==> config.mk <==
export PLATFORM = sky130hd
export DESIGN_NAME = morse_beacon_keyer
export DESIGN_NICKNAME = d
export VERILOG_FILES = /design/src/mbk_pkg.sv /design/src/mbk_ram.sv /design/src/mbk_step.sv /design/src/morse_beacon_keyer.sv
export SDC_FILE = /design/constraint.sdc
export NUM_CORES = 2
export LEC_CHECK = 0
export ABC_AREA = 1
export BUFFER_PORTS_ARGS = -buffer_cell sky130_fd_sc_hd__clkbuf_2
export CORE_MARGIN = 5
export CORE_UTILIZATION = 60
export CTS_CLUSTER_DIAMETER = 120
export DETAILED_ROUTE_END_ITERATION = 16
export GPL_ROUTABILITY_DRIVEN = 0
export PLACE_DENSITY = 0.76
export SLEW_MARGIN = 30
export SYNTH_ARGS = -nofsm -noshare
export SYNTH_HDL_FRONTEND = slang
export SYNTH_SLANG_ARGS = --single-unit
==> constraint.sdc <==
create_clock -name i_clk -period 6.4 [get_ports i_clk]
set_clock_uncertainty 0.2 [all_clocks]
set_input_delay 0.64 -clock i_clk [delete_from_list [all_inputs] [get_ports i_clk]]
set_output_delay 0.64 -clock i_clk [all_outputs]
set_load 0.03 [all_outputs]
==> src/mbk_pkg.sv <==
// Package with the sizes, codes, types and Morse table of the beacon keyer.
package mbk_pkg;

    localparam int MSG_LEN   = 64;
    localparam int CHANNELS  = 2;

    localparam int LEN_W     = $clog2(MSG_LEN + 1);
    localparam int IDX_W     = (MSG_LEN > 1) ? $clog2(MSG_LEN) : 1;
    localparam int CH_W      = (CHANNELS > 1) ? $clog2(CHANNELS) : 1;
    localparam int MSG_DEPTH = CHANNELS * MSG_LEN;
    localparam int MSG_AW    = (MSG_DEPTH > 1) ? $clog2(MSG_DEPTH) : 1;

    localparam int CHAR_W    = 8;
    localparam int GAP_W     = 8;
    localparam int ELEM_W    = 3;
    localparam int TIMER_W   = 2;
    localparam int PAT_W     = 8;

    localparam logic [1:0] REQ_TICK  = 2'd0;
    localparam logic [1:0] REQ_WRITE = 2'd1;
    localparam logic [1:0] REQ_START = 2'd2;

    localparam logic [1:0] CFG_LETTER_GAP   = 2'd0;
    localparam logic [1:0] CFG_WORD_GAP     = 2'd1;
    localparam logic [1:0] CFG_REPEAT_PAUSE = 2'd2;

    localparam logic [GAP_W-1:0]  LETTER_GAP_RST   = 8'd3;
    localparam logic [GAP_W-1:0]  WORD_GAP_RST     = 8'd7;
    localparam logic [GAP_W-1:0]  REPEAT_PAUSE_RST = 8'd100;

    localparam logic [CHAR_W-1:0] SPACE_CHAR = 8'h20;
    localparam int                DAH_BIT    = PAT_W - 1;

    localparam logic [TIMER_W-1:0] DIT_TICKS = 2'd1;
    localparam logic [TIMER_W-1:0] DAH_TICKS = 2'd3;

    typedef struct packed {
        logic                 key_level;
        logic                 enabled;
        logic [TIMER_W-1:0]   element_timer;
        logic [ELEM_W-1:0]    elements_left;
        logic [PAT_W-1:0]     pattern;
        logic [GAP_W-1:0]     gap_count;
        logic [LEN_W-1:0]     char_pos;
        logic [LEN_W-1:0]     msg_len;
    } t_chan_state;

    localparam int STATE_W = $bits(t_chan_state);

    typedef struct packed {
        logic [1:0]        req_type;
        logic              channel;
        logic              ch_ok;
        logic [5:0]        position;
        logic [CHAR_W-1:0] char_code;
        logic [6:0]        msg_length;
    } t_item;

    typedef struct packed {
        logic [GAP_W-1:0] letter_gap;
        logic [GAP_W-1:0] word_gap;
        logic [GAP_W-1:0] repeat_pause;
    } t_gap_cfg;

    typedef struct packed {
        logic        state_we;
        t_chan_state state;
        logic        msg_we;
        logic        carrier_on;
        logic        active;
    } t_step_res;

    typedef struct packed {
        logic              hit;
        logic [ELEM_W-1:0] count;
        logic [PAT_W-1:0]  bits;
    } t_symbol;

    // Elements are read from the top bit down; a one is a dah.
    function automatic t_symbol morse_lookup(input logic [CHAR_W-1:0] c);
        t_symbol s;
        s = '{hit: 1'b1, count: 3'd0, bits: 8'h00};
        unique case (c)
            "A": begin s.count = 3'd2; s.bits = 8'h40; end
            "B": begin s.count = 3'd4; s.bits = 8'h80; end
            "C": begin s.count = 3'd4; s.bits = 8'hA0; end
            "D": begin s.count = 3'd3; s.bits = 8'h80; end
            "E": begin s.count = 3'd1; s.bits = 8'h00; end
            "F": begin s.count = 3'd4; s.bits = 8'h20; end
            "G": begin s.count = 3'd3; s.bits = 8'hC0; end
            "H": begin s.count = 3'd4; s.bits = 8'h00; end
            "I": begin s.count = 3'd2; s.bits = 8'h00; end
            "J": begin s.count = 3'd4; s.bits = 8'h70; end
            "K": begin s.count = 3'd3; s.bits = 8'hA0; end
            "L": begin s.count = 3'd4; s.bits = 8'h40; end
            "M": begin s.count = 3'd2; s.bits = 8'hC0; end
            "N": begin s.count = 3'd2; s.bits = 8'h80; end
            "O": begin s.count = 3'd3; s.bits = 8'hE0; end
            "P": begin s.count = 3'd4; s.bits = 8'h60; end
            "Q": begin s.count = 3'd4; s.bits = 8'hD0; end
            "R": begin s.count = 3'd3; s.bits = 8'h40; end
            "S": begin s.count = 3'd3; s.bits = 8'h00; end
            "T": begin s.count = 3'd1; s.bits = 8'h80; end
            "U": begin s.count = 3'd3; s.bits = 8'h20; end
            "V": begin s.count = 3'd4; s.bits = 8'h10; end
            "W": begin s.count = 3'd3; s.bits = 8'h60; end
            "X": begin s.count = 3'd4; s.bits = 8'h90; end
            "Y": begin s.count = 3'd4; s.bits = 8'hB0; end
            "Z": begin s.count = 3'd4; s.bits = 8'hC0; end
            "0": begin s.count = 3'd5; s.bits = 8'hF8; end
            "1": begin s.count = 3'd5; s.bits = 8'h78; end
            "2": begin s.count = 3'd5; s.bits = 8'h38; end
            "3": begin s.count = 3'd5; s.bits = 8'h18; end
            "4": begin s.count = 3'd5; s.bits = 8'h08; end
            "5": begin s.count = 3'd5; s.bits = 8'h00; end
            "6": begin s.count = 3'd5; s.bits = 8'h80; end
            "7": begin s.count = 3'd5; s.bits = 8'hC0; end
            "8": begin s.count = 3'd5; s.bits = 8'hE0; end
            "9": begin s.count = 3'd5; s.bits = 8'hF0; end
            ".": begin s.count = 3'd6; s.bits = 8'h54; end
            ",": begin s.count = 3'd6; s.bits = 8'hCC; end
            "/": begin s.count = 3'd5; s.bits = 8'h90; end
            "-": begin s.count = 3'd5; s.bits = 8'h88; end
            "~": begin s.count = 3'd5; s.bits = 8'h50; end
            "?": begin s.count = 3'd6; s.bits = 8'h30; end
            "@": begin s.count = 3'd5; s.bits = 8'h28; end
            default: begin s.hit = 1'b0; end
        endcase
        return s;
    endfunction

endpackage

==> src/mbk_ram.sv <==
// Generic single-write, single-read RAM with a registered read port.
module mbk_ram #(
    parameter int  WIDTH = 8,
    parameter int  DEPTH = 2,
    localparam int AW    = (DEPTH > 1) ? $clog2(DEPTH) : 1
) (
    input  logic             i_clk,
    input  logic             i_we,
    input  logic [AW-1:0]    i_waddr,
    input  logic [WIDTH-1:0] i_wdata,
    input  logic             i_re,
    input  logic [AW-1:0]    i_raddr,
    output logic [WIDTH-1:0] o_rdata
);

    logic [WIDTH-1:0] r_mem [DEPTH];
    logic [WIDTH-1:0] r_rdata;

    always_ff @(posedge i_clk) begin
        if (i_we) begin
            r_mem[i_waddr] <= i_wdata;
        end
        if (i_re) begin
            r_rdata <= r_mem[i_raddr];
        end
    end

    assign o_rdata = r_rdata;

endmodule

==> src/mbk_step.sv <==
// Per-item update of one channel's keyer state from its state word and message byte.
module mbk_step (
    input  mbk_pkg::t_item       i_item,
    input  mbk_pkg::t_chan_state i_state,
    input  logic [7:0]           i_msg_char,
    input  mbk_pkg::t_gap_cfg    i_cfg,
    output mbk_pkg::t_step_res   o_res
);
    import mbk_pkg::*;

    t_chan_state        nxt;
    t_symbol            sym;
    logic [TIMER_W-1:0] timer_dec;
    logic [LEN_W-1:0]   len_sat;
    logic               pos_ok;

    always_comb begin
        nxt       = i_state;
        sym       = morse_lookup(i_msg_char);
        timer_dec = i_state.element_timer - TIMER_W'(1);
        pos_ok    = int'(i_item.position) < MSG_LEN;
        if (int'(i_item.msg_length) > MSG_LEN) begin
            len_sat = LEN_W'(MSG_LEN);
        end else begin
            len_sat = LEN_W'(i_item.msg_length);
        end

        unique case (i_item.req_type)
            REQ_TICK: begin
                if (i_state.enabled) begin
                    priority if (i_state.gap_count != '0) begin
                        nxt.gap_count = i_state.gap_count - GAP_W'(1);
                    end else if (i_state.elements_left != '0) begin
                        if (i_state.element_timer == '0) begin
                            nxt.key_level     = 1'b1;
                            nxt.element_timer = i_state.pattern[DAH_BIT] ? DAH_TICKS
                                                                         : DIT_TICKS;
                        end else begin
                            nxt.element_timer = timer_dec;
                            if (timer_dec == '0) begin
                                nxt.key_level     = 1'b0;
                                nxt.pattern       = {i_state.pattern[PAT_W-2:0], 1'b0};
                                nxt.elements_left = i_state.elements_left - ELEM_W'(1);
                            end
                        end
                    end else if (i_state.char_pos >= i_state.msg_len) begin
                        nxt.gap_count = i_cfg.repeat_pause;
                        nxt.char_pos  = '0;
                    end else begin
                        if (i_msg_char == SPACE_CHAR) begin
                            nxt.gap_count = i_cfg.word_gap;
                        end else begin
                            if (sym.hit) begin
                                nxt.pattern       = sym.bits;
                                nxt.elements_left = sym.count;
                                nxt.element_timer = '0;
                            end
                            if (i_state.char_pos != '0) begin
                                nxt.gap_count = i_cfg.letter_gap;
                            end
                        end
                        nxt.char_pos = i_state.char_pos + LEN_W'(1);
                    end
                end
            end
            REQ_START: begin
                if (i_item.msg_length != '0) begin
                    nxt.msg_len       = len_sat;
                    nxt.char_pos      = '0;
                    nxt.gap_count     = '0;
                    nxt.elements_left = '0;
                    nxt.element_timer = '0;
                    nxt.key_level     = 1'b0;
                    nxt.enabled       = 1'b1;
                end
            end
            default: begin
            end
        endcase

        o_res.state      = nxt;
        o_res.state_we   = i_item.ch_ok &&
                           (i_item.req_type == REQ_TICK || i_item.req_type == REQ_START);
        o_res.msg_we     = i_item.ch_ok && i_item.req_type == REQ_WRITE && pos_ok;
        o_res.carrier_on = i_item.ch_ok & nxt.key_level;
        o_res.active     = i_item.ch_ok & nxt.enabled;
    end

endmodule

==> src/morse_beacon_keyer.sv <==
// Top level of the two-channel Morse beacon keyer with its state and message memories.
//
//  Channel   Direction  Payload (lowest bit first)
//  --------  ---------  ----------------------------------------------------------
//  s_axis    in         tuser: req_type; tdata: channel, position, char_code,
//                       msg_length, zero fill
//  m_axis    out        tdata: out_channel, carrier_on, active, zero fill
//  cfg       in         i_cfg_idx selects the register, i_cfg_data is the value
//
//  An input beat first reads the channel state word, then the message byte at the
//  channel's character position; the write back follows.
//  The result is registered when the compute stage commits, and a new beat can be
//  taken in that same cycle, but not while a beat is still in the state-read stage.
//  A stalled output register holds the pipeline; a new beat is still taken while a
//  finished result waits, as long as the state-read and compute stages are free.
//  Reset clears the control state and channel valid bits; no memory sweep is needed.
module morse_beacon_keyer (
    input  logic        i_clk,
    input  logic        i_rst_n,
    input  logic        i_s_axis_tvalid,
    output logic        o_s_axis_tready,
    input  logic [23:0] i_s_axis_tdata,  // channel, position, char_code, msg_length, pad
    input  logic [1:0]  i_s_axis_tuser,  // req_type
    output logic        o_m_axis_tvalid,
    input  logic        i_m_axis_tready,
    output logic [7:0]  o_m_axis_tdata,  // out_channel, carrier_on, active, pad
    input  logic        i_cfg_we,
    input  logic [1:0]  i_cfg_idx,
    input  logic [7:0]  i_cfg_data
);
    import mbk_pkg::*;

    t_gap_cfg            r_cfg;
    t_item               in_item;
    logic                in_accept;

    logic                r_s1_valid;
    t_item               r_s1_item;
    logic                r_s2_valid;
    t_item               r_s2_item;
    t_chan_state         r_s2_state;

    logic [STATE_W-1:0]  st_rdata;
    t_chan_state         s1_state;
    logic [CHANNELS-1:0] r_st_vld;
    logic                r_fwd_valid;
    logic [CH_W-1:0]     r_fwd_ch;
    t_chan_state         r_fwd_state;

    logic [CHAR_W-1:0]   msg_rdata;
    logic [MSG_AW-1:0]   msg_raddr;
    logic [MSG_AW-1:0]   msg_waddr;

    t_step_res           res;
    logic                slot_free;
    logic                s2_commit;
    logic                state_we;
    logic                r_out_valid;
    logic [7:0]          r_out_data;

    assign in_item.req_type   = i_s_axis_tuser;
    assign in_item.channel    = i_s_axis_tdata[0];
    assign in_item.ch_ok      = int'(i_s_axis_tdata[0]) < CHANNELS;
    assign in_item.position   = i_s_axis_tdata[6:1];
    assign in_item.char_code  = i_s_axis_tdata[14:7];
    assign in_item.msg_length = i_s_axis_tdata[21:15];

    assign slot_free       = !r_out_valid || i_m_axis_tready;
    assign s2_commit       = r_s2_valid && slot_free;
    assign o_s_axis_tready = !r_s1_valid && (!r_s2_valid || s2_commit);
    assign in_accept       = i_s_axis_tvalid && o_s_axis_tready;
    assign state_we        = s2_commit && res.state_we;

    always_ff @(posedge i_clk) begin
        if (!i_rst_n) begin
            r_cfg.letter_gap   <= LETTER_GAP_RST;
            r_cfg.word_gap     <= WORD_GAP_RST;
            r_cfg.repeat_pause <= REPEAT_PAUSE_RST;
        end else if (i_cfg_we) begin
            unique case (i_cfg_idx)
                CFG_LETTER_GAP:   r_cfg.letter_gap   <= i_cfg_data;
                CFG_WORD_GAP:     r_cfg.word_gap     <= i_cfg_data;
                CFG_REPEAT_PAUSE: r_cfg.repeat_pause <= i_cfg_data;
                default: begin
                end
            endcase
        end
    end

    mbk_ram #(
        .WIDTH (STATE_W),
        .DEPTH (CHANNELS)
    ) u_state_ram (
        .i_clk   (i_clk),
        .i_we    (state_we),
        .i_waddr (CH_W'(r_s2_item.channel)),
        .i_wdata (res.state),
        .i_re    (in_accept),
        .i_raddr (CH_W'(in_item.channel)),
        .o_rdata (st_rdata)
    );

    // The most recent write back wins over the memory, which it may have missed.
    always_comb begin
        if (!r_s1_item.ch_ok) begin
            s1_state = '0;
        end else if (r_fwd_valid && r_fwd_ch == CH_W'(r_s1_item.channel)) begin
            s1_state = r_fwd_state;
        end else if (r_st_vld[CH_W'(r_s1_item.channel)]) begin
            s1_state = t_chan_state'(st_rdata);
        end else begin
            s1_state = '0;
        end
    end

    assign msg_raddr = MSG_AW'(int'(r_s1_item.channel) * MSG_LEN +
                               int'(s1_state.char_pos[IDX_W-1:0]));
    assign msg_waddr = MSG_AW'(int'(r_s2_item.channel) * MSG_LEN +
                               int'(r_s2_item.position));

    mbk_ram #(
        .WIDTH (CHAR_W),
        .DEPTH (MSG_DEPTH)
    ) u_msg_ram (
        .i_clk   (i_clk),
        .i_we    (s2_commit && res.msg_we),
        .i_waddr (msg_waddr),
        .i_wdata (r_s2_item.char_code),
        .i_re    (r_s1_valid),
        .i_raddr (msg_raddr),
        .o_rdata (msg_rdata)
    );

    mbk_step u_step (
        .i_item     (r_s2_item),
        .i_state    (r_s2_state),
        .i_msg_char (msg_rdata),
        .i_cfg      (r_cfg),
        .o_res      (res)
    );

    always_ff @(posedge i_clk) begin
        if (!i_rst_n) begin
            r_s1_valid  <= 1'b0;
            r_s2_valid  <= 1'b0;
            r_fwd_valid <= 1'b0;
            r_st_vld    <= '0;
            r_out_valid <= 1'b0;
        end else begin
            r_s1_valid <= in_accept;
            if (r_s1_valid) begin
                r_s2_valid <= 1'b1;
            end else if (s2_commit) begin
                r_s2_valid <= 1'b0;
            end
            if (state_we) begin
                r_fwd_valid                         <= 1'b1;
                r_st_vld[CH_W'(r_s2_item.channel)] <= 1'b1;
            end
            if (s2_commit) begin
                r_out_valid <= 1'b1;
            end else if (i_m_axis_tready) begin
                r_out_valid <= 1'b0;
            end
        end
    end

    always_ff @(posedge i_clk) begin
        if (in_accept) begin
            r_s1_item <= in_item;
        end
        if (r_s1_valid) begin
            r_s2_item  <= r_s1_item;
            r_s2_state <= s1_state;
        end
        if (state_we) begin
            r_fwd_ch    <= CH_W'(r_s2_item.channel);
            r_fwd_state <= res.state;
        end
        if (s2_commit) begin
            r_out_data <= {5'd0, res.active, res.carrier_on, r_s2_item.channel};
        end
    end

    assign o_m_axis_tvalid = r_out_valid;
    assign o_m_axis_tdata  = r_out_data;

endmodule

==> impl.org <==
** Logic synthesis
- In this run the cell area of the synthesized design comes to 57100 µm².
- Sequential share of the synthesized area :: 67.7%
- Dominant register cell in the synthesized netlist :: sky130_fd_sc_hd__edfxtp_1
- Synthesized flop and latch total :: 1299
- The synthesized design contains 1269 enable-type register cells.
- Cells after synthesis :: 5175
- Fraction of synthesis flops using an asynchronous set or reset pin :: 0%
- Post-Synthesis Mean Instance Area :: 11.0 µm²
- Number of distinct library cell variants in the gate-level netlist after synthesis :: 47
- Yosys printed 0 warnings.

** Detailed routing
- Antenna Nets Post-Route :: 0
- Detail Route met3 WL :: 13800 µm
- Before antenna repair, the detailed router went through 7 iterations.
- Drc violations :: 0
- Dividing the detail-routed via count by the number of cells gives 5.95.
- Highest metal used :: met5
- After detailed routing, the average wire length per cell comes to 21.2 µm.
- In this run, the number of DRC markers left after iteration 0 of detailed routing was 4881.
- Detailed route wirelength on metal2 :: 65900 µm
- Detailed-route wire length on metal 1 :: 53700 µm
- The final route contains 38784 vias.
- Total Routed Length :: 138000 µm

** Global route
- The via count of the first global-routing pass was 37214.
- Initial antenna violation count :: 2
- GR Overflow Total :: 0
- Global routing consumed, over all layers together, 26.7% of the routing resources.
- Entering global routing, the biggest net connects 196 pins.
- The first global-routing pass estimated 211000 µm of wire.

** Placement
- In this run the cell area measured after placement is 58300 µm².
- Input and output buffers added on the ports amount to 43.
- Timing analysis after detailed placement gives a worst setup slack of 1770 ps.
- Post-placement cell count :: 6249
- Post-DP HPWL :: 75700 µm

** Floorplanning
- Floorplan die width :: 319 µm
- Cell row count :: 113
- Measured along the y axis, the die boundary spans 319 µm.
- After floorplanning, the core was sized to cover 94700 µm².
- For this configuration, the core starts out at a cell density of 60.3%.
- Number of primary I/O pins :: 51
- The die covers 102000 µm².

** Clocking
- Clock-pin slew was measured on the worst setup and hold paths at 60 ps.
- Clk root buf :: sky130_fd_sc_hd__clkbuf_16
- Number of buffers inserted for hold repair after clock tree synthesis :: 33
- Num CTS Buffers :: 133
- CTS saw 1299 sinks.
- TritonCTS built the clock tree.
- In this run the post-CTS setup repair buffer count came out at 0.
- Buffers from clock root to sink, at most :: 3
- The clock reaches the later pin of the worst-skew pair after 760 ps.
- Number of instances resized during post-cts repair :: 0
- The clock tree synthesis step divided the H-tree into 4 levels.

** Timing
- At the pin with the least slew margin, the transition time is 1160 ps.
- Fin. max-slew vios :: 0
- In the post-route analysis, the smallest setup slack over all paths is 1650 ps.
- Final Hold Slack :: 77.4 ps
- The number of hold violations in the final report came to 0.
- Fraction of the cycle the final worst path needs :: 74.2%
- After routing, the total negative slack on setup checks comes to 0 ps.
- Minimum period implied by the final worst setup slack :: 4750 ps
- F_max :: 0.211 GHz
- RSZ-0062 raised after global routing :: no
- Number of setup violations in the final report :: 0
- Max-slew headroom :: 22.3%

** Power
- The analysis attributes to cell leakage a power of 24.1 nW.
- IR analysis of the VDD net gives a maximum drop of 318 µV.
- Overall power after layout :: 18.0 mW
- Power per unit of standard cell area :: 287 nW/µm²

** Final layout
- In the final design database the tool counted 5206 nets.
- Most frequent standard cell in the layout excluding fill and tap cells :: sky130_fd_sc_hd__edfxtp_1
- Share of the core filled with cells in the final layout :: 66.3%
- Post-route design area :: 62800 µm²
- Layout overhead on the synthesized area :: 9.95%
- Commonest cells after routing, fill and taps aside :: sky130_fd_sc_hd__edfxtp_1, sky130_fd_sc_hd__nand2_1, sky130_fd_sc_hd__nand3_1
- Share of layout cells above drive strength 1 :: 6.97%
- For this run, the number of standard cells in the final layout without fillers is 6522.

** Setup path
- Of all nets on the critical path, the largest fanout is 115.
- Crit path launch type :: flip-flop
- Crit-path most repeated cell :: sky130_fd_sc_hd__nand2_1
- Data arrival time of the critical path :: 5030 ps
- Capturing element type of the critical path :: flip-flop
- Type of the worst setup path :: reg2reg
- STA puts the critical path data required time at 6690 ps.
- Slowest library cell on the worst path :: sky130_fd_sc_hd__edfxtp_1
- Series of cell instances along the critical path :: inv_2, nand2_2, nand3_4, nand2_8, nand2_8, buf_12, nand2_1, o21ai_1, nand2_1, nand3_1, nand3_1, nand3_1, nand3_1, nand2_1, nand2_1, nand2_1
- The largest single stage delay on the critical path is 690 ps.

** Flow run
- Max-cap violations in this run came to 0.

** Hold path
- The min-delay analysis places its worst path in the category in2reg.

** Outcome
- Outcome :: completed
-- logic make-up (layout without fill, tap and decap cells) --
family                   after synthesis  count (layout)  share of synthesized area (%)
AO/OA/AOI/OAI                        216             216                           2.09
XOR/XNOR                               4               4                         0.0613
adder cells (fa/ha/maj)               12              12                          0.263
buffers and inverters                898             973                           6.50
flip-flops                          1299            1299                           67.7
multiplexers                          37              37                          0.729
other                                  1               8                        0.00656
AND/OR/NAND/NOR                     2708            2708                           22.6
-- worst max-delay path, delay by kind of cell (launching register included) --
family                 cells  cell delay [ps]
buffers and inverters      2              690
AOI/OAI and AO/OA          1              100
DFF                        1              690
and+or+nand+nor           13             2680
-- state kept, by name (all words and copies together) (netlist names) --
name / flops
r_fwd_valid: 1
u_state_ram.o_rdata: 37
r_s2_state: 37
r_st_vld: 2
o_m_axis_tdata: 3
r_s2_valid: 1
r_s1_valid: 1
r_s2_item: 24
u_msg_ram.o_rdata: 8
u_msg_ram.r_mem: 1024
r_fwd_state: 37
r_fwd_ch: 1
u_state_ram.r_mem: 74
r_s1_item: 24
r_cfg: 24
o_m_axis_tvalid: 1
-- path summary, 6_finish.rpt --
| path | slack (ps) | startpoint | cells after the start | end |
|---|---|---|---|---|
| max | 1650 | r_s1_item[22] | 16 | u_msg_ram.o_rdata[5] |
| min | 80 | i_cfg_idx[0] | 4 | r_cfg[16] |
| max reg2reg | 1650 | r_s1_item[22] | 16 | u_msg_ram.o_rdata[5] |
| min reg2reg | 220 | r_s1_item[17] | 0 | r_s2_item[17] |
-- routing by layer --
layer	up-vias	GRT usage, %
met5	-	0
met4	2	9.71
met3	376	5.17
met2	2097	43.2
met1	18549	36.6
li1	17760	-
-- area by class of cell --
| cell class | count | area [µm²] |
|---|---|---|
| well taps | 1265 | 1580 |
| clock inverters | 71 | 711 |
| multi-input cells | 2982 | 14900 |
| diodes | 3 | 7.51 |
| inverters | 596 | 2240 |
| clock buffers | 165 | 3470 |
| fillers | 6831 | 31900 |
| repair buffers | 141 | 1260 |
| flip-flops and latches | 1299 | 38700 |
-- synthesized netlist by cell type (2+ instances only) --
library cell,count,area share (%)
sky130_fd_sc_hd__nand3_1,978,8.6
sky130_fd_sc_hd__buf_1,21,0.14
sky130_fd_sc_hd__mux2_2,37,0.73
sky130_fd_sc_hd__o22ai_1,4,0.044
sky130_fd_sc_hd__nand2_1,1062,7.0
sky130_fd_sc_hd__nor4_1,4,0.044
sky130_fd_sc_hd__a21oi_1,34,0.30
sky130_fd_sc_hd__nand2_4,2,0.039
sky130_fd_sc_hd__o2111ai_1,2,0.031
sky130_fd_sc_hd__dfxtp_1,30,1.1
sky130_fd_sc_hd__clkbuf_1,71,0.47
sky130_fd_sc_hd__o21ai_1,65,0.57
sky130_fd_sc_hd__a31oi_1,12,0.13
sky130_fd_sc_hd__xor2_1,4,0.061
sky130_fd_sc_hd__nand2_2,7,0.077
sky130_fd_sc_hd__buf_4,29,0.38
sky130_fd_sc_hd__nand4_1,15,0.16
sky130_fd_sc_hd__nor3_1,15,0.13
sky130_fd_sc_hd__nand3b_1,363,4.8
sky130_fd_sc_hd__o21a_1,2,0.026
sky130_fd_sc_hd__clkinv_1,2,0.013
sky130_fd_sc_hd__inv_1,588,3.9
sky130_fd_sc_hd__nor2_1,247,1.6
sky130_fd_sc_hd__buf_2,180,1.6
sky130_fd_sc_hd__nor2_2,6,0.066
sky130_fd_sc_hd__inv_2,6,0.039
sky130_fd_sc_hd__o211ai_1,16,0.21
sky130_fd_sc_hd__a31oi_2,3,0.066
sky130_fd_sc_hd__ha_1,12,0.26
sky130_fd_sc_hd__o21ai_0,73,0.64
sky130_fd_sc_hd__edfxtp_1,1269,67
-- power breakdown --
part           total, mW  leakage [nW]  switching (mW)  internal [mW]
sequential          9.43          11.7          0.0457           9.38
clock               7.46          2.03            3.21           4.25
combinational       1.12          10.3           0.828          0.295
Power figures use the tool's default switching activity.
